**src/rtl/arnt_pkg.sv**
```systemverilog
package arnt_pkg;

    // Fixed field widths
    localparam int CMD_W   = 2;
    localparam int KIND_W  = 3;
    localparam int ADDR_W  = 64;
    localparam int TIME_W  = 32;
    localparam int ALIVE_W = 31;

    // Commands
    localparam logic [CMD_W-1:0] CMD_ADD   = 2'd0;
    localparam logic [CMD_W-1:0] CMD_QUERY = 2'd1;
    localparam logic [CMD_W-1:0] CMD_SWEEP = 2'd2;
    localparam logic [CMD_W-1:0] CMD_NONE  = 2'd3;

    // Event kinds
    localparam logic [KIND_W-1:0] EV_ADDED     = 3'd0;
    localparam logic [KIND_W-1:0] EV_REFRESHED = 3'd1;
    localparam logic [KIND_W-1:0] EV_FULL      = 3'd2;
    localparam logic [KIND_W-1:0] EV_QUERY     = 3'd3;
    localparam logic [KIND_W-1:0] EV_REMOVED   = 3'd4;
    localparam logic [KIND_W-1:0] EV_DONE      = 3'd5;

    // Register map: index is paddr[2]
    localparam logic REG_ALIVE = 1'b0;

    localparam logic [ALIVE_W-1:0] ALIVE_RESET = 31'd7200;

    typedef struct packed {
        logic [CMD_W-1:0]  command;
        logic [ADDR_W-1:0] address;
        logic [TIME_W-1:0] now_seconds;
    } t_in_item;

    typedef struct packed {
        logic [KIND_W-1:0] event_kind;
        logic [ADDR_W-1:0] event_address;
        logic              present;
        logic              last_of_run;
    } t_out_item;

endpackage

```
**src/rtl/arnt_front.sv**
```systemverilog
module arnt_front #(
    parameter int ADDRESS_BITS = 64
) (
    input  logic               i_clk,
    input  logic               i_rst_n,
    input  logic               i_in_valid,
    output logic               o_in_stall,
    input  arnt_pkg::t_in_item i_in_item,
    output logic               o_work_valid,
    output arnt_pkg::t_in_item o_work,
    input  logic               i_work_pop
);
    import arnt_pkg::*;

    // two-entry work queue
    t_in_item   r_q [2];
    logic       r_wr_ptr;
    logic       r_rd_ptr;
    logic [1:0] r_cnt;

    logic     accept;
    logic     push;
    logic     pop;
    t_in_item work_in;

    assign o_in_stall   = (r_cnt == 2'd2);
    assign accept       = i_in_valid && !o_in_stall;
    // unused command code is taken and dropped here
    assign push         = accept && (i_in_item.command != CMD_NONE);
    assign o_work_valid = (r_cnt != 2'd0);
    assign pop          = i_work_pop && o_work_valid;
    assign o_work       = r_q[r_rd_ptr];

    always_comb begin
        work_in             = i_in_item;
        work_in.address     = ADDR_W'(i_in_item.address[ADDRESS_BITS-1:0]);
    end

    always_ff @(posedge i_clk) begin
        if (!i_rst_n) begin
            r_wr_ptr <= 1'b0;
            r_rd_ptr <= 1'b0;
            r_cnt    <= 2'd0;
        end else begin
            if (push) begin
                r_wr_ptr <= !r_wr_ptr;
            end
            if (pop) begin
                r_rd_ptr <= !r_rd_ptr;
            end
            if (push && !pop) begin
                r_cnt <= r_cnt + 2'd1;
            end else if (pop && !push) begin
                r_cnt <= r_cnt - 2'd1;
            end
        end
    end

    always_ff @(posedge i_clk) begin
        if (push) begin
            r_q[r_wr_ptr] <= work_in;
        end
    end

endmodule

```
**src/rtl/arnt_back.sv**
```systemverilog
module arnt_back #(
    parameter int TABLE_ENTRIES = 5,
    parameter int ADDRESS_BITS  = 64
) (
    input  logic                         i_clk,
    input  logic                         i_rst_n,
    input  logic                         i_work_valid,
    input  arnt_pkg::t_in_item           i_work,
    output logic                         o_work_pop,
    input  logic [arnt_pkg::ALIVE_W-1:0] i_alive,
    output logic                         o_out_valid,
    input  logic                         i_out_stall,
    output arnt_pkg::t_out_item          o_out_item
);
    import arnt_pkg::*;

    localparam int IDX_W = (TABLE_ENTRIES > 1) ? $clog2(TABLE_ENTRIES) : 1;
    localparam logic [IDX_W-1:0] LAST_IDX = IDX_W'(TABLE_ENTRIES - 1);

    localparam logic [1:0] S_IDLE  = 2'd0;
    localparam logic [1:0] S_SCAN  = 2'd1;
    localparam logic [1:0] S_SWEEP = 2'd2;
    localparam logic [1:0] S_DONE  = 2'd3;

    logic [1:0]              r_state, n_state;
    logic [IDX_W-1:0]        r_idx, n_idx;
    logic                    r_free_found, n_free_found;
    logic [IDX_W-1:0]        r_free_idx, n_free_idx;
    logic [CMD_W-1:0]        r_cmd;
    logic [ADDRESS_BITS-1:0] r_addr;
    logic [TIME_W-1:0]       r_now;

    logic [TABLE_ENTRIES-1:0] r_valid;
    logic [ADDRESS_BITS-1:0]  r_slot_addr [TABLE_ENTRIES];
    logic [TIME_W-1:0]        r_slot_seen [TABLE_ENTRIES];

    logic      r_out_valid;
    t_out_item r_out_item, n_out_item;

    logic                    cur_valid;
    logic [ADDRESS_BITS-1:0] cur_addr;
    logic [TIME_W-1:0]       diff;
    logic                    cur_hit;
    logic                    cur_expired;
    logic                    out_free;
    logic                    load_out;
    logic                    tbl_fill;
    logic                    tbl_touch;
    logic                    tbl_clear;
    logic [IDX_W-1:0]        tbl_idx;

    assign cur_valid   = r_valid[r_idx];
    assign cur_addr    = r_slot_addr[r_idx];
    assign cur_hit     = cur_valid && (cur_addr == r_addr);
    // wrapping signed compare: expired when (seen + alive - now) is negative
    assign diff        = r_slot_seen[r_idx] + {1'b0, i_alive} - r_now;
    assign cur_expired = cur_valid && diff[TIME_W-1];
    assign out_free    = !r_out_valid || !i_out_stall;
    assign o_work_pop  = (r_state == S_IDLE) && i_work_valid;

    always_comb begin
        n_state      = r_state;
        n_idx        = r_idx;
        n_free_found = r_free_found;
        n_free_idx   = r_free_idx;
        load_out     = 1'b0;
        tbl_fill     = 1'b0;
        tbl_touch    = 1'b0;
        tbl_clear    = 1'b0;
        tbl_idx      = r_idx;
        n_out_item   = '{event_kind: EV_DONE, event_address: '0,
                         present: 1'b0, last_of_run: 1'b1};
        case (r_state)
            S_IDLE: begin
                if (i_work_valid) begin
                    n_idx        = '0;
                    n_free_found = 1'b0;
                    n_state      = (i_work.command == CMD_SWEEP) ? S_SWEEP : S_SCAN;
                end
            end
            S_SCAN: begin
                n_out_item.event_address = ADDR_W'(r_addr);
                if (cur_hit || (r_idx == LAST_IDX)) begin
                    if (out_free) begin
                        load_out = 1'b1;
                        n_state  = S_IDLE;
                        if (r_cmd == CMD_QUERY) begin
                            n_out_item.event_kind = EV_QUERY;
                            n_out_item.present    = cur_hit;
                        end else if (cur_hit) begin
                            n_out_item.event_kind = EV_REFRESHED;
                            tbl_touch             = 1'b1;
                        end else if (r_free_found || !cur_valid) begin
                            n_out_item.event_kind = EV_ADDED;
                            tbl_fill              = 1'b1;
                            tbl_idx               = r_free_found ? r_free_idx : r_idx;
                        end else begin
                            n_out_item.event_kind = EV_FULL;
                        end
                    end
                end else begin
                    if (!cur_valid && !r_free_found) begin
                        n_free_found = 1'b1;
                        n_free_idx   = r_idx;
                    end
                    n_idx = r_idx + 1'b1;
                end
            end
            S_SWEEP: begin
                n_out_item.event_kind    = EV_REMOVED;
                n_out_item.event_address = ADDR_W'(cur_addr);
                n_out_item.last_of_run   = 1'b0;
                if (!cur_expired || out_free) begin
                    load_out  = cur_expired;
                    tbl_clear = cur_expired;
                    if (r_idx == LAST_IDX) begin
                        n_state = S_DONE;
                    end else begin
                        n_idx = r_idx + 1'b1;
                    end
                end
            end
            S_DONE: begin
                if (out_free) begin
                    load_out = 1'b1;
                    n_state  = S_IDLE;
                end
            end
            default: begin
                n_state = S_IDLE;
            end
        endcase
    end

    always_ff @(posedge i_clk) begin
        if (!i_rst_n) begin
            r_state      <= S_IDLE;
            r_idx        <= '0;
            r_free_found <= 1'b0;
            r_free_idx   <= '0;
            r_valid      <= '0;
            r_out_valid  <= 1'b0;
        end else begin
            r_state      <= n_state;
            r_idx        <= n_idx;
            r_free_found <= n_free_found;
            r_free_idx   <= n_free_idx;
            if (tbl_fill) begin
                r_valid[tbl_idx] <= 1'b1;
            end else if (tbl_clear) begin
                r_valid[tbl_idx] <= 1'b0;
            end
            if (load_out) begin
                r_out_valid <= 1'b1;
            end else if (!i_out_stall) begin
                r_out_valid <= 1'b0;
            end
        end
    end

    always_ff @(posedge i_clk) begin
        if (o_work_pop) begin
            r_cmd  <= i_work.command;
            r_addr <= i_work.address[ADDRESS_BITS-1:0];
            r_now  <= i_work.now_seconds;
        end
        if (tbl_fill) begin
            r_slot_addr[tbl_idx] <= r_addr;
        end
        if (tbl_fill || tbl_touch) begin
            r_slot_seen[tbl_idx] <= r_now;
        end
        if (load_out) begin
            r_out_item <= n_out_item;
        end
    end

    assign o_out_valid = r_out_valid;
    assign o_out_item  = r_out_item;

`ifndef SYNTHESIS
    a_sweep_cmd: assert property (@(posedge i_clk) disable iff (!i_rst_n)
        (r_state == S_SWEEP) |-> (r_cmd == CMD_SWEEP))
        else $error("sweep walk running for a non-sweep command");

    a_idle_no_change: assert property (@(posedge i_clk) disable iff (!i_rst_n)
        (r_state == S_IDLE) |=> ($countones(r_valid) == $past($countones(r_valid))))
        else $error("slot valid bits changed while idle");

    a_removed_cleared: assert property (@(posedge i_clk) disable iff (!i_rst_n)
        ((r_state == S_SWEEP) && load_out) |=> !r_valid[$past(r_idx)])
        else $error("removed slot still valid");

    a_done_last: assert property (@(posedge i_clk) disable iff (!i_rst_n)
        ((r_state == S_DONE) && load_out) |=>
            (r_out_item.last_of_run && (r_out_item.event_kind == EV_DONE)))
        else $error("sweep did not close with a final done event");
`endif

endmodule

```
**src/rtl/aging_root_neighbor_table_top.sv**
```systemverilog
// Neighbor table with aging. Each input transaction carries a command: add
// (refresh the last-seen time of a matching address, else fill the lowest free
// slot, else report table full), query (one answer with the present flag), or
// sweep (remove every entry whose last-seen time plus alive_seconds lies
// before now, by a wrapping 32-bit signed compare; one "removed" transaction
// per entry in slot order, then "sweep done"). Command code 3 is accepted and
// dropped without output. last_of_run marks the final output transaction of
// each command. Inputs enter a two-entry queue; a sequencer behind it walks
// the table one slot per cycle, pausing when a result must wait on a stalled
// output, with one command in the sequencer at a time. Results leave through
// an output register, so the queue keeps accepting while a result waits.
// alive_seconds (reset 7200) sits at APB byte address 0; write it only while
// the block is idle.
module aging_root_neighbor_table_top #(
    parameter int TABLE_ENTRIES = 5,
    parameter int ADDRESS_BITS  = 64
) (
    input  logic                i_clk,
    input  logic                i_rst_n,
    // input transactions
    input  logic                i_in_valid,
    output logic                o_in_stall,
    input  arnt_pkg::t_in_item  i_in_item,
    // output transactions
    output logic                o_out_valid,
    input  logic                i_out_stall,
    output arnt_pkg::t_out_item o_out_item,
    // APB configuration port
    input  logic                psel,
    input  logic                penable,
    input  logic                pwrite,
    input  logic [2:0]          paddr,
    input  logic [31:0]         pwdata,
    output logic [31:0]         prdata,
    output logic                pready
);
    import arnt_pkg::*;

    logic [ALIVE_W-1:0] r_alive;
    logic               work_valid;
    logic               work_pop;
    t_in_item           work;

    // register write on the access phase; index is paddr[2]
    assign pready = 1'b1;
    always_ff @(posedge i_clk) begin
        if (!i_rst_n) begin
            r_alive <= ALIVE_RESET;
        end else if (psel && penable && pwrite && pready && (paddr[2] == REG_ALIVE)) begin
            r_alive <= pwdata[ALIVE_W-1:0];
        end
    end

    assign prdata = (paddr[2] == REG_ALIVE) ? {1'b0, r_alive} : 32'd0;

    // front: accept, mask address, drop unused command, queue
    arnt_front #(
        .ADDRESS_BITS (ADDRESS_BITS)
    ) u_front (
        .i_clk        (i_clk),
        .i_rst_n      (i_rst_n),
        .i_in_valid   (i_in_valid),
        .o_in_stall   (o_in_stall),
        .i_in_item    (i_in_item),
        .o_work_valid (work_valid),
        .o_work       (work),
        .i_work_pop   (work_pop)
    );

    // back: table and slot-walking sequencer with output register
    arnt_back #(
        .TABLE_ENTRIES (TABLE_ENTRIES),
        .ADDRESS_BITS  (ADDRESS_BITS)
    ) u_back (
        .i_clk        (i_clk),
        .i_rst_n      (i_rst_n),
        .i_work_valid (work_valid),
        .i_work       (work),
        .o_work_pop   (work_pop),
        .i_alive      (r_alive),
        .o_out_valid  (o_out_valid),
        .i_out_stall  (i_out_stall),
        .o_out_item   (o_out_item)
    );

endmodule
```
**config.mk**
```make
export PLATFORM = sky130hd
export DESIGN_NAME = aging_root_neighbor_table_top
export DESIGN_NICKNAME = d
export VERILOG_FILES = /design/src/rtl/arnt_pkg.sv /design/src/rtl/arnt_front.sv /design/src/rtl/arnt_back.sv /design/src/rtl/aging_root_neighbor_table_top.sv
export SDC_FILE = /design/constraint.sdc
export NUM_CORES = 1
export LEC_CHECK = 0
export BUFFER_PORTS_ARGS = -buffer_cell sky130_fd_sc_hd__buf_2
export CORE_AREA = 2 2 219 436
export DETAILED_ROUTE_END_ITERATION = 8
export DIE_AREA = 0 0 221 438
export REMOVE_ABC_BUFFERS = 1
export SYNTH_ARGS = -nofsm -noshare
export SYNTH_HDL_FRONTEND = slang
export SYNTH_SLANG_ARGS = --single-unit
```
**constraint.sdc**
```tcl
create_clock -name i_clk -period 16.2 [get_ports i_clk]
set_input_delay 1.62 -clock i_clk [delete_from_list [all_inputs] [get_ports i_clk]]
set_output_delay 1.62 -clock i_clk [all_outputs]
set_load 0.02 [all_outputs]
```
# Word level (Yosys, flattened, before mapping)

Memory sizes are Yosys's and may differ from the RTL's. A register that Yosys moved wholly into a read port is not among the register bits.
Cells that the tools add are included.
W data, S select, Z words.

Output and inout port bits: 104
Memory bits (writable): 676
Bits in latches: 0
Register bits after elaboration: 217
Memories: 3
Input port bits: 140
Bits in read-only memories: 0
Logic and storage cells: 158

Memories:

| name               | words | width | rd ports | clocked after memory_dff | write ports | RTL line         | source |
|---|---|---|---|---|---|---|---|
| u_back.r_slot_addr | 5     | 64    | 1        | 1                        | 1           | arnt_back.sv:34  | `logic [ADDRESS_BITS-1:0] r_slot_addr [TABLE_ENTRIES];` |
| u_front.r_q        | 2     | 98    | 1        | 1                        | 1           | arnt_front.sv:16 | `t_in_item r_q [2];` |
| u_back.r_slot_seen | 5     | 32    | 1        | 1                        | 1           | arnt_back.sv:35  | `logic [TIME_W-1:0] r_slot_seen [TABLE_ENTRIES];` |

Bitwise logic cells: 5
Muxes and demuxes: 69
$lt $le $gt $ge: 3
Add/subtract/negate cells: 5
Reductions and logical operators: 39
Div/mod/pow operators: 0
Eq/ne operators: 17
Shifts and indexed selects: 0
Multiply operators: 0

Operator list:

| operator             | count |
|---|---|
| $pmux W67 S2         | 1 |
| $eq A64 B64 Y1       | 1 |
| $mux W3              | 19 |
| $add A32 B31 Y32     | 1 |
| $sub A32 B32 Y32     | 1 |
| $mux W1              | 31 |
| $mux W31             | 1 |
| $mux W2              | 9 |
| $logic_and A1 B1 Y1  | 13 |
| $ne A2 B1 Y1 const B | 6 |
| $reduce_and A4 Y1    | 3 |
| $logic_not A1 Y1     | 10 |
| $mux W5              | 2 |
| $pmux W3 S3          | 1 |
| $eq A2 B2 Y1 const B | 4 |
| $lt A3 B4 Y1 const B | 2 |
| $pmux W2 S4          | 1 |
| $reduce_bool A2 Y1   | 4 |
| $ne A2 B2 Y1 const B | 3 |
| $and A5 B5 Y5        | 1 |
| $logic_or A1 B1 Y1   | 5 |
| $not A5 Y5           | 1 |
| $or A5 B5 Y5         | 1 |
| $reduce_and A5 Y1    | 1 |
| 14 further kinds     | 16 |

# Logic depth before layout (Yosys ltp)

Gate-level depths: netlist of the first run.

Depth after elaboration: 18
Gate-level depth with buffers: 21
Depth with buffers taken out: 15

# Modules after synthesis

Synthesis of the first run repeated with hierarchy kept, for this count alone.

Cell total of the unflattened synthesis: 2234
Area, all modules: 37293.3 sq um

Modules (own cells, without submodules):

| module                        | instances | seq. area each (sq um) | area each (sq um) | cells an instance |
|---|---|---|---|---|
| arnt_back                     | 1         | 19789.0                | 28373.5           | 1730 |
| arnt_front                    | 1         | 5985.7                 | 7397.1            | 330 |
| aging_root_neighbor_table_top | 1         | 620.6                  | 1522.7            | 174 |

# Worst setup path after synthesis of the first run

No wires, ideal clock.

Path kind: reg-to-reg
Start point: register with a tool-made name
End point: memory u_back.r_slot_addr[4][0], enable pin
Path slack: 6.310 ns
Cell stages (with the launch flop): 12
Required time: 15.552 ns
Path buffers: 3
Arrival: 9.242 ns
Clock period less this slack: 9.890 ns
Library setup time: 0.648 ns
Cells stage by stage: dfxtp_1 buf_6 buf_6 buf_2 mux4_2 xor2_1 o41ai_1 nand2_1 nor4_1 a211oi_2 mux2i_2 nor4_1

RTL lines:

| element   | RTL line |
|---|---|
| to (decl) | arnt_back.sv:34 |

==> impl_metrics.csv, run 1 <==
group,metric,value,unit
setup_path,critPathSlowestCell,"nor4_1",
synthesis,yosysTopAreaCell,"edfxtp_1",
global_routing,grt_max_degree,70,
timing,setup_viol,0,
floorplan,die_w,221,µm
floorplan,io_pins,244,
placement,io_buffers,238,
clocking,cts.sinks,897,
synthesis,async_reset_ff_frac,0,
clocking,cts_hold_buf,0,
setup_path,end_kind,"flop",
setup_path,critPathMaxStageDelay,0.77,ns
clocking,numCtsBuffers,78,
setup_path,crit_arrival,7.09,ns
synthesis,syn_area,37000,µm²
setup_path,crit_type,"reg2reg",
pwr,switching_share,0.298,
synthesis,synth_ff_type,"edfxtp_1",
setup_path,required,16.50,ns
drt,first_iter_violations,1393,
synthesis,syn_area_per_cell,16.5,µm²
pwr,power_frac_clock,0.299,
pwr,power_frac_seq,0.513,
synthesis,ys_ff_latch,897,
synthesis,yosysUniqueCellTypes,80,
drt,routedWlPerCell,24.8,µm
pwr,p_leak,0.0140,µW
pwr,powerDensity,150,nW/µm²
floorplan,core,93700,µm²
timing,slew_headroom,0.100,
setup_path,crit_path_start_kind,"flop",
pwr,combPwrFrac,0.189,
timing,timing.final.ws_setup,9.40,ns
drt,drc,0,
run,cap_violations,0,
worst_hold_path,hold_class,"reg2reg",
synthesis,synth_edf_count,843,
synthesis,synth_most_common_cell,"edfxtp_1",
timing,finalCritPeriodShare,0.419,
layout,syn2layout_area_growth,14.0,%
pwr,p_int,4450,µW
pwr,peakVddDrop,0.0000899,V
timing,tns,0,ns
drt,wirelength,93400,µm
timing,finalMaxSlewViolations,0,
drt,ant_nets,0,
global_routing,antenna_found_initial,12,
clocking,post-cts-setup-buffer-count,0,
layout,drive_above_1_share,0.251,
synthesis,yosysWarnings,0,
floorplan,die_area,96800,µm²
floorplan,initial_core_util,0.395,
global_routing,grt_pass1_vias,21600,
timing,hold_violations,0,
drt,avgViaCountPerCell,5.40,
drt,vias,20400,
synthesis,synth_area_leaders,"edfxtp_1, mux2_2, mux4_2",
placement,gp_congestion,0.921,
clocking,cts_tree,"yes",
run_status,outcome,"finished clean",
clocking,path_clk_slew,0.06,ns
floorplan,rows,159,
timing,timing.fmax,147,MHz
synthesis,synth_seq_area_share,0.713,
clocking,htree_levels,3,
synthesis,syn_inst,2251,
pwr,switching_power,1890,µW
drt,drt_pre_antenna_iters,7,
timing,finClkSkew,0.0379,ns
clocking,clkLatencyLatePin,0.68,ns
global_routing,track_usage,0.192,
synthesis,synth_top_area_frac,0.684,
layout,fin_nets,2712,
synthesis,synth_common_cells,"edfxtp_1, mux2_2, nand2_1",
timing,max_slew.worst_pin.slew,1.35,ns
global_routing,grt-ovfl-total,0,
placement,dpl.hpwl,60400,µm
timing,grt_setup_unrepaired,"no",
clocking,cts_resized,0,
setup_path,path_max_fanout,69,
setup_path,path_cells,"buf_12, mux4_2, mux2i_1, fa_1, inv_1, ha_1, a21oi_1, o21ai_0, nor4_1, nand2_1, a41oi_1, xnor2_1, and2_1, o21bai_1, o31ai_4, and2_4, buf_4",
timing,min_period,6.80,ns
global_routing,grt_pass1_wl,138000,µm
floorplan,die_h,438,µm
placement,dpl_worst_slack,9.20,ns
clocking,cts_root_buffer,"clkbuf_16",
clocking,cts_buffer_depth,3,
-- per-stage QoR --
stage / instances / power [µW] / hold slack, ns / utilization / area, µm²
2_1_floorplan: 2149 / 3980 / 0.429 / - / 36600
3_3_place_gp: 3630 / 4480 / 0.442 / 0.423 / 39700
3_5_place_dp: 3630 / 4510 / 0.447 / 0.423 / 39700
4_1_cts: 3773 / 6420 / 0.457 / 0.451 / 42200
5_1_grt: 3774 / 6610 / 0.477 / 0.451 / 42200
6_report: 3775 / 6340 / 0.454 / 0.451 / 42200
-- power groups by stage --
stage | Clock (µW) | Sequential, µW | Combinational (µW)
6_report | 1890 | 3250 | 1200
5_1_grt | 2030 | 3290 | 1300
4_1_cts | 1950 | 3250 | 1220
3_5_place_dp | 0 | 3300 | 1210
3_3_place_gp | 0 | 3280 | 1210
2_1_floorplan | 0 | 3230 | 752
-- layout by cell type, fill, tap and decap left out, types with 17 or more instances in the layout --
master | netlist | layout
a21oi_1 | 63 | 63
a22oi_1 | 48 | 48
buf_2 | 9 | 238
buf_4 | 5 | 35
clkbuf_1 | 72 | 18
clkbuf_16 | 0 | 81
dfxtp_1 | 54 | 50
edfxtp_1 | 843 | 843
fa_1 | 30 | 30
ha_1 | 39 | 37
inv_1 | 103 | 101
mux2_2 | 147 | 147
mux2i_1 | 88 | 88
mux4_2 | 66 | 66
nand2_1 | 131 | 131
nand3_1 | 29 | 29
nor2_1 | 106 | 103
nor2b_1 | 36 | 34
nor3_1 | 19 | 17
o21ai_0 | 27 | 27
o22ai_1 | 20 | 20
xnor2_1 | 41 | 41
xor2_1 | 25 | 25
-- metal layers --
metal	global-route usage	vias to the layer above	share of wire
met5	0	-	0.0014
met4	0.0816	20	0.041
met3	0.0403	182	0.055
met2	0.369	637	0.55
met1	0.199	10400	0.35
li1	-	9167	-
-- kinds of logic (layout without fill, tap and decap cells) --
logic type      after synthesis  after routing  synth area share
other cells                   2              4          0.000203
fa+ha+maj                    69             69            0.0294
compound gates              281            281            0.0542
simple gates                427            427            0.0561
mux                         302            302             0.109
buf+inv                     207            522            0.0228
flops                       897            897             0.713
xor+xnor                     66             66            0.0156
-- final timing paths --
kind         cells past startpoint                    end  slack, ns   startpoint
max                             17  u_back.o_out_item[22]       9.40         flop
min                              2            r_alive[22]       0.45  r_alive[22]
min reg2reg                      2            r_alive[22]       0.45  r_alive[22]
max reg2reg                     17  u_back.o_out_item[22]       9.40         flop
-- flip-flops by register name (all words and copies together), names as in the netlist, 2 cells and up, named ones only --
signal / count
u_back.r_cmd: 2
u_back.r_idx: 3
u_back.r_slot_seen: 160
u_back.o_out_item: 69
u_front.r_q: 196
u_back.r_slot_addr: 320
u_back.r_free_idx: 3
u_back.r_addr: 64
r_alive: 31
u_back.r_now: 32
u_back.r_state: 2
u_front.r_cnt: 2
-- layout make-up --
type | count | area (µm²)
fillers | 8228 | 51500
flip-flops and latches | 897 | 26400
multi-input cells | 1147 | 9870
clock buffers | 103 | 2150
well taps | 1207 | 1510
repair buffers | 274 | 1470
clock inverters | 40 | 418
inverters | 105 | 397
diodes | 2 | 5.00
-- critical path, delay by kind of cell (launching register included) --
family,cells,cell delay (ns)
muxes,2,0.81
adders and majority gates,2,0.69
AOI/OAI and AO/OA,5,0.84
and+or+nand+nor,4,1.76
DFF,1,0.68
xor gates and xnor gates,1,0.33
buffers and inverters,3,1.19
Power figures use the tool's default switching activity.
==> inputs of run 2 (changes only) <==
--- a/config.mk
+++ b/config.mk
@@ -5,10 +5,11 @@
 export SDC_FILE = /design/constraint.sdc
 export NUM_CORES = 1
 export LEC_CHECK = 0
+export ABC_AREA = 1
 export BUFFER_PORTS_ARGS = -buffer_cell sky130_fd_sc_hd__buf_2
-export CORE_AREA = 2 2 219 436
+export CORE_AREA = 2 2 221 441
 export DETAILED_ROUTE_END_ITERATION = 8
-export DIE_AREA = 0 0 221 438
+export DIE_AREA = 0 0 223 443
 export REMOVE_ABC_BUFFERS = 1
 export SYNTH_ARGS = -nofsm -noshare
 export SYNTH_HDL_FRONTEND = slang
==> constraint.sdc (replaced) <==
create_clock -name i_clk -period 6.15 [get_ports i_clk]
set_input_delay 0.615 -clock i_clk [delete_from_list [all_inputs] [get_ports i_clk]]
set_output_delay 0.615 -clock i_clk [all_outputs]
set_load 0.02 [all_outputs]
==> run 2 against run 1 <==
Hold slack worse by 0.33 ns. First-iteration DRC count up 39%. Total power rose to 2.8 times the previous value. Sequential share of layout area down 1.5 points. Critical path depth up 4. Setup slack worse by 8.5 ns. Non-clock buffer count up 4. Via count up 16%. Fmax up 31%. Area after synthesis up 2.2%. Highest routed layer is now met4.
==> impl_metrics.csv, run 2 <==
group,metric,value,unit
synthesis,synth_ff_type,"edfxtp_1",
floorplan,die_w,223,µm
setup_path,cpMostUsedCell,"nand2_1",
global_routing,grt_max_degree,94,
clocking,clkLatencyLatePin,0.68,ns
timing,finalCritPeriodShare,0.846,
pwr,p_leak,0.0163,µW
synthesis,syn_area,37900,µm²
synthesis,yosys.area_share.simple,0.145,
synthesis,ys_ff_latch,897,
setup_path,critPathSlowestCell,"inv_6",
pwr,powerDensity,417,nW/µm²
setup_path,path_max_fanout,93,
global_routing,gr-usage-met1,0.262,
floorplan,io_pins,244,
floorplan,core,95700,µm²
setup_path,cpLargestDelayFamily,"compound AO/OA/AOI/OAI gates",
global_routing,grt-ovfl-total,0,
placement,dp_cells,4540,
synthesis,syn_inst,3174,
layout,layout_commonest_cell,"edfxtp_1",
placement,postPlaceCellArea,40400,µm²
setup_path,crit_buf_inv,4,
synthesis,synth_mux_area_frac,0.0331,
timing,timing.fmax,192,MHz
run_status,outcome,"finished clean",
setup_path,crit_type,"reg2reg",
layout,top_register,"u_back.r_slot_addr",
synthesis,yosysTopAreaCell,"edfxtp_1",
synthesis,synth-compound-area-share,0.0487,
synthesis,synth_common_cells,"edfxtp_1, nand2_1, nor2_1",
clocking,path_clk_slew,0.06,ns
floorplan,die_area,98800,µm²
layout,fill_cells,8569,
layout,fin_nets,3612,
setup_path,path_cells,"inv_6, o21ai_0, o22ai_1, mux2i_1, fa_1, inv_1, ha_1, nand2_1, o31ai_1, a21oi_1, o21ai_0, nand3_1, nand2_1, nand2_1, nand2_1, or2_1, nand3_1, nor2_1, o21ai_0, clkinv_2, buf_4",
synthesis,synth_fa_ha_area_frac,0.0287,
synthesis,synth_top_area_frac,0.668,
clocking,cts_root_buffer,"clkbuf_16",
clocking,numCtsBuffers,83,
layout,final_area,43300,µm²
timing,slew_headroom,0.239,
global_routing,grt_busiest_layer,"met2",
setup_path,reg2regPathDepth,21,
timing,hold_violations,0,
global_routing,grt_pass1_wl,137000,µm
clocking,cts_hold_buf,0,
layout,instances_no_fill,4693,
global_routing,track_usage,0.182,
setup_path,end_kind,"flop",
layout,top_regs,"u_back.r_slot_addr x320, u_front.r_q x196, u_back.r_slot_seen x160",
clocking,cts_buffer_depth,3,
setup_path,required,6.45,ns
setup_path,crit_cells,21,
timing,min_period,5.20,ns
timing,finClkSkew,0.0259,ns
timing,worst_hold_slack,0.126,ns
synthesis,synth_top_family_by_area,"simple AND/OR/NAND/NOR gates",
clocking,cts_resized,0,
drt,vias,23700,
drt,ant_nets,0,
synthesis,syn_area_per_cell,11.9,µm²
global_routing,grt_pass1_vias,22900,
synthesis,synth_edf_count,843,
layout,syn2layout_area_growth,14.3,%
placement,gp_congestion,0.819,
clocking,htree_levels,3,
floorplan,initial_core_util,0.396,
placement,io_buffers,238,
placement,dpl.hpwl,53200,µm
synthesis,synth_seq_area_share,0.697,
setup_path,critPathMaxStageDelay,0.59,ns
layout,insertedDiodeCount,0,
clocking,cts_tree,"yes",
drt,drc,0,
layout,largest_reg_flops,320,
global_routing,antenna_found_initial,2,
pwr,peakVddDrop,0.000298,V
timing,tns,0,ns
worst_hold_path,holdPathStages,1,
setup_path,crit_arrival,5.50,ns
layout,drive_above_1_share,0.164,
layout,final_cell_mix,"edfxtp_1, nand2_1, nor2_1, inv_1, buf_2",
synthesis,yosysUniqueCellTypes,44,
synthesis,async_reset_ff_frac,0,
floorplan,rows,161,
setup_path,rrSetupSlack,0.95,ns
floorplan,die_h,443,µm
clocking,cts.sinks,897,
global_routing,grtUsageMet2,0.287,
timing,grt_setup_unrepaired,"no",
synthesis,synth-xor-area-share,0.000463,
clocking,post-cts-setup-buffer-count,0,
run,cap_violations,0,
drt,wirelength,90600,µm
setup_path,crit_path_start_kind,"flop",
global_routing,gr-usage-met3,0.0240,
timing,finalMaxSlewViolations,0,
timing,max_slew.worst_pin.slew,1.14,ns
drt,avgViaCountPerCell,5.05,
timing,setup_viol,0,
drt,drt_pre_antenna_iters,7,
synthesis,synth_area_leaders,"edfxtp_1, nand2_1, nor2_1",
drt,routedWlPerCell,19.3,µm
synthesis,synth_most_common_cell,"edfxtp_1",
drt,first_iter_violations,1937,
synthesis,yosysWarnings,0,
worst_hold_path,hold_class,"in2reg",
==> run 2: cell count changes after synthesis, moves of 66 or more <==
cell,delta
mux2i_1,-72
o21ai_0,+100
nand2_1,+536
mux4_2,-66
a21oi_1,+69
nor2_1,+216
nand3_1,+169
inv_1,+195
==> run 2: logic make-up after synthesis <==
kind of cell               count (synthesis)
and+or+nand+nor                         1303
DFF                                      897
buffers and inverters                    439
AOI/OAI and AO/OA                        349
muxes                                    113
adders and majority gates                 69
other                                      2
xor gates and xnor gates                   2
==> run 2: metal layers <==
layer / up-vias / share of wire
met5: - / 0
met4: 0 / 0.021
met2: 756 / 0.46
met3: 104 / 0.059
met1: 11400 / 0.46
li1: 11400 / -
==> run 2: worst paths after layout <==
check                    from                     to
max                      flop  u_back.o_out_item[11]
min             i_in_item[72]     u_front.r_q[0][72]
max reg2reg              flop  u_back.o_out_item[11]
min reg2reg  u_front.r_rd_ptr                   flop
==> run 2: power by group <==
group / internal, µW / switching [µW]
Combinational: 1360 / 2880
Clock: 3120 / 2280
Sequential: 7730 / 683
==> run 2: through the flow <==
step	util	setup WS (ns)	power [µW]
2_1_floorplan	-	-4.13	11300
3_3_place_gp	0.422	0.965	12700
3_5_place_dp	0.422	0.931	12800
4_1_cts	0.452	0.890	18200
5_1_grt	0.452	0.571	19000
6_report	0.452	0.950	18000
==> run 2: area by class of cell <==
class                      instances  area (µm²)  area share
clock buffer                     103        2250      0.0519
inverter                         305        1150      0.0267
clock inverter                    50         603      0.0139
multi-input combinational       1838        9740       0.225
timing repair buffer             278        1590      0.0368
tap                             1222        1530      0.0353
sequential                       897       26400       0.610
==> inputs of run 3 (changes only) <==
==> constraint.sdc (replaced) <==
create_clock -name i_clk -period 5.2 [get_ports i_clk]
set_input_delay 0.52 -clock i_clk [delete_from_list [all_inputs] [get_ports i_clk]]
set_output_delay 0.52 -clock i_clk [all_outputs]
set_load 0.02 [all_outputs]
==> run 3 against run 2 <==
Non-clock buffer count increased by 96. Sequential share of layout area decreased by 1.3 points. First-iteration DRC count decreased by 7.3%. Total power increased by 18%. Largest cell class unchanged. Highest routed layer is now met5.
==> impl_metrics.csv, run 3 (synthesized netlist as in run 2, its figures left out) <==
group,metric,value,unit
floorplan,io_pins,244,
layout,insertedDiodeCount,0,
layout,top_regs,"u_back.r_slot_addr x320, u_front.r_q x196, u_back.r_slot_seen x160",
timing,finClkSkew,0.0200,ns
placement,postPlaceCellArea,40900,µm²
clocking,clkLatencyLatePin,0.68,ns
worst_hold_path,hold_class,"in2reg",
timing,min_period,4.60,ns
layout,final_cell_mix,"edfxtp_1, nand2_1, nor2_1, inv_1, buf_2",
placement,dp_cells,4572,
clocking,path_clk_slew,0.06,ns
setup_path,crit_path_start_kind,"flop",
layout,final_area,44200,µm²
clocking,numCtsBuffers,81,
global_routing,grt-ovfl-total,0,
setup_path,path_cells,"buf_4, o21ai_0, o22ai_1, mux2i_1, fa_1, inv_1, ha_1, a21oi_1, o21ai_0, a21oi_1, nor2_1, a211oi_1, nand2_1, or2_1, nand3_1, nor2_1, o21ai_0, clkinv_2, buf_12",
drt,drc,0,
floorplan,rows,161,
timing,hold_violations,0,
drt,vias,24000,
clocking,cts_tree,"yes",
run,cap_violations,0,
drt,avgViaCountPerCell,5.01,
pwr,total_power,21200,µW
setup_path,path_max_fanout,37,
clocking,cts.sinks,897,
timing,timing.fmax,217,MHz
floorplan,initial_core_util,0.396,
setup_path,crit_cells,19,
layout,syn2layout_area_growth,16.8,%
drt,routedWlPerCell,19.2,µm
pwr,peakVddDrop,0.000298,V
setup_path,crit_type,"reg2reg",
drt,met3WireLength,5870,µm
setup_path,crit_buf_inv,4,
clocking,cts_resized,0,
clocking,cts_root_buffer,"clkbuf_16",
clocking,htree_levels,3,
floorplan,die_h,443,µm
timing,finalCritPeriodShare,0.884,
timing,slew_headroom,0.186,
drt,met2WireLength,42000,µm
timing,timing.final.ws_setup,0.601,ns
placement,gp_congestion,0.838,
setup_path,required,5.60,ns
global_routing,grt_max_degree,82,
setup_path,rrSetupSlack,0.60,ns
pwr,p_leak,0.0168,µW
placement,dpl_worst_slack,0.580,ns
layout,fin_nets,3706,
setup_path,cpMostUsedCell,"o21ai_0",
floorplan,core,95700,µm²
layout,drive_above_1_share,0.168,
drt,drt_pre_antenna_iters,6,
placement,io_buffers,238,
floorplan,die_w,223,µm
drt,drt-met1-wl,41700,µm
run_status,outcome,"finished clean",
timing,tns,0,ns
timing,max_slew.worst_pin.slew,1.22,ns
global_routing,track_usage,0.186,
clocking,cts_buffer_depth,3,
global_routing,grt_pass1_wl,140000,µm
timing,finalMaxSlewViolations,0,
global_routing,antenna_found_initial,3,
setup_path,critPathMaxStageDelay,0.64,ns
layout,top_register,"u_back.r_slot_addr",
setup_path,crit_arrival,5.00,ns
drt,wirelength,91700,µm
global_routing,grt_pass1_vias,23800,
drt,ant_nets,0,
drt,first_iter_violations,1795,
drt,top_layer,"met5",
pwr,powerDensity,480,nW/µm²
layout,layout_commonest_cell,"edfxtp_1",
setup_path,cpLargestDelayFamily,"compound AO/OA/AOI/OAI gates",
timing,setup_viol,0,
clocking,cts_hold_buf,64,
layout,instances_no_fill,4786,
layout,largest_reg_flops,320,
setup_path,critPathSlowestCell,"dfxtp_4",
placement,dpl.hpwl,56500,µm
setup_path,reg2regPathDepth,19,
clocking,post-cts-setup-buffer-count,0,
worst_hold_path,holdPathStages,1,
floorplan,die_area,98800,µm²
setup_path,end_kind,"flop",
timing,grt_setup_unrepaired,"no",
## run 3: changes by cell type in the layout (fill, tap and decap cells not counted), sizes merged
cell,previous run,this run
dlygate4sd3,0,64
buf,278,310
clkbuf,103,98
clkinv,32,37
clkinvlp,7,3
inv,304,307
bufinv,12,10
## run 3: worst paths after layout
kind,end,startpoint
setup / recovery,u_back.o_out_item[7],flop
hold / removal,u_front.r_q[0][35],i_in_item[35]
setup reg to reg,u_back.o_out_item[7],flop
hold reg to reg,flop,u_front.r_rd_ptr
## run 3: cell type report
type | count | area (µm²)
Fill cell | 8608 | 51500
Sequential cell | 897 | 26400
Timing Repair Buffer | 374 | 2690
Multi-Input combinational cell | 1838 | 9740
Clock buffer | 98 | 2140
Inverter | 305 | 1150
Tap cell | 1222 | 1530
Clock inverter | 52 | 557
## run 3: routing by layer
layer / global-route usage / vias up
met5: 0 / -
met4: 0.0587 / 2
met3: 0.0294 / 118
met2: 0.295 / 769
met1: 0.262 / 11500
li1: - / 11600
## run 3: power breakdown
| group | internal, µW | total (µW) | switching, µW |
|---|---|---|---|
| Sequential | 9140 | 9960 | 821 |
| Clock | 3460 | 6140 | 2680 |
| Combinational | 1700 | 5110 | 3410 |
## run 3: stage by stage
step           hold WS, ns  utilization
6_report            0.0397        0.462
3_3_place_gp         0.424        0.427
5_1_grt             0.0192        0.462
4_1_cts           0.000152        0.462
2_1_floorplan        0.425            -
3_5_place_dp         0.435        0.427
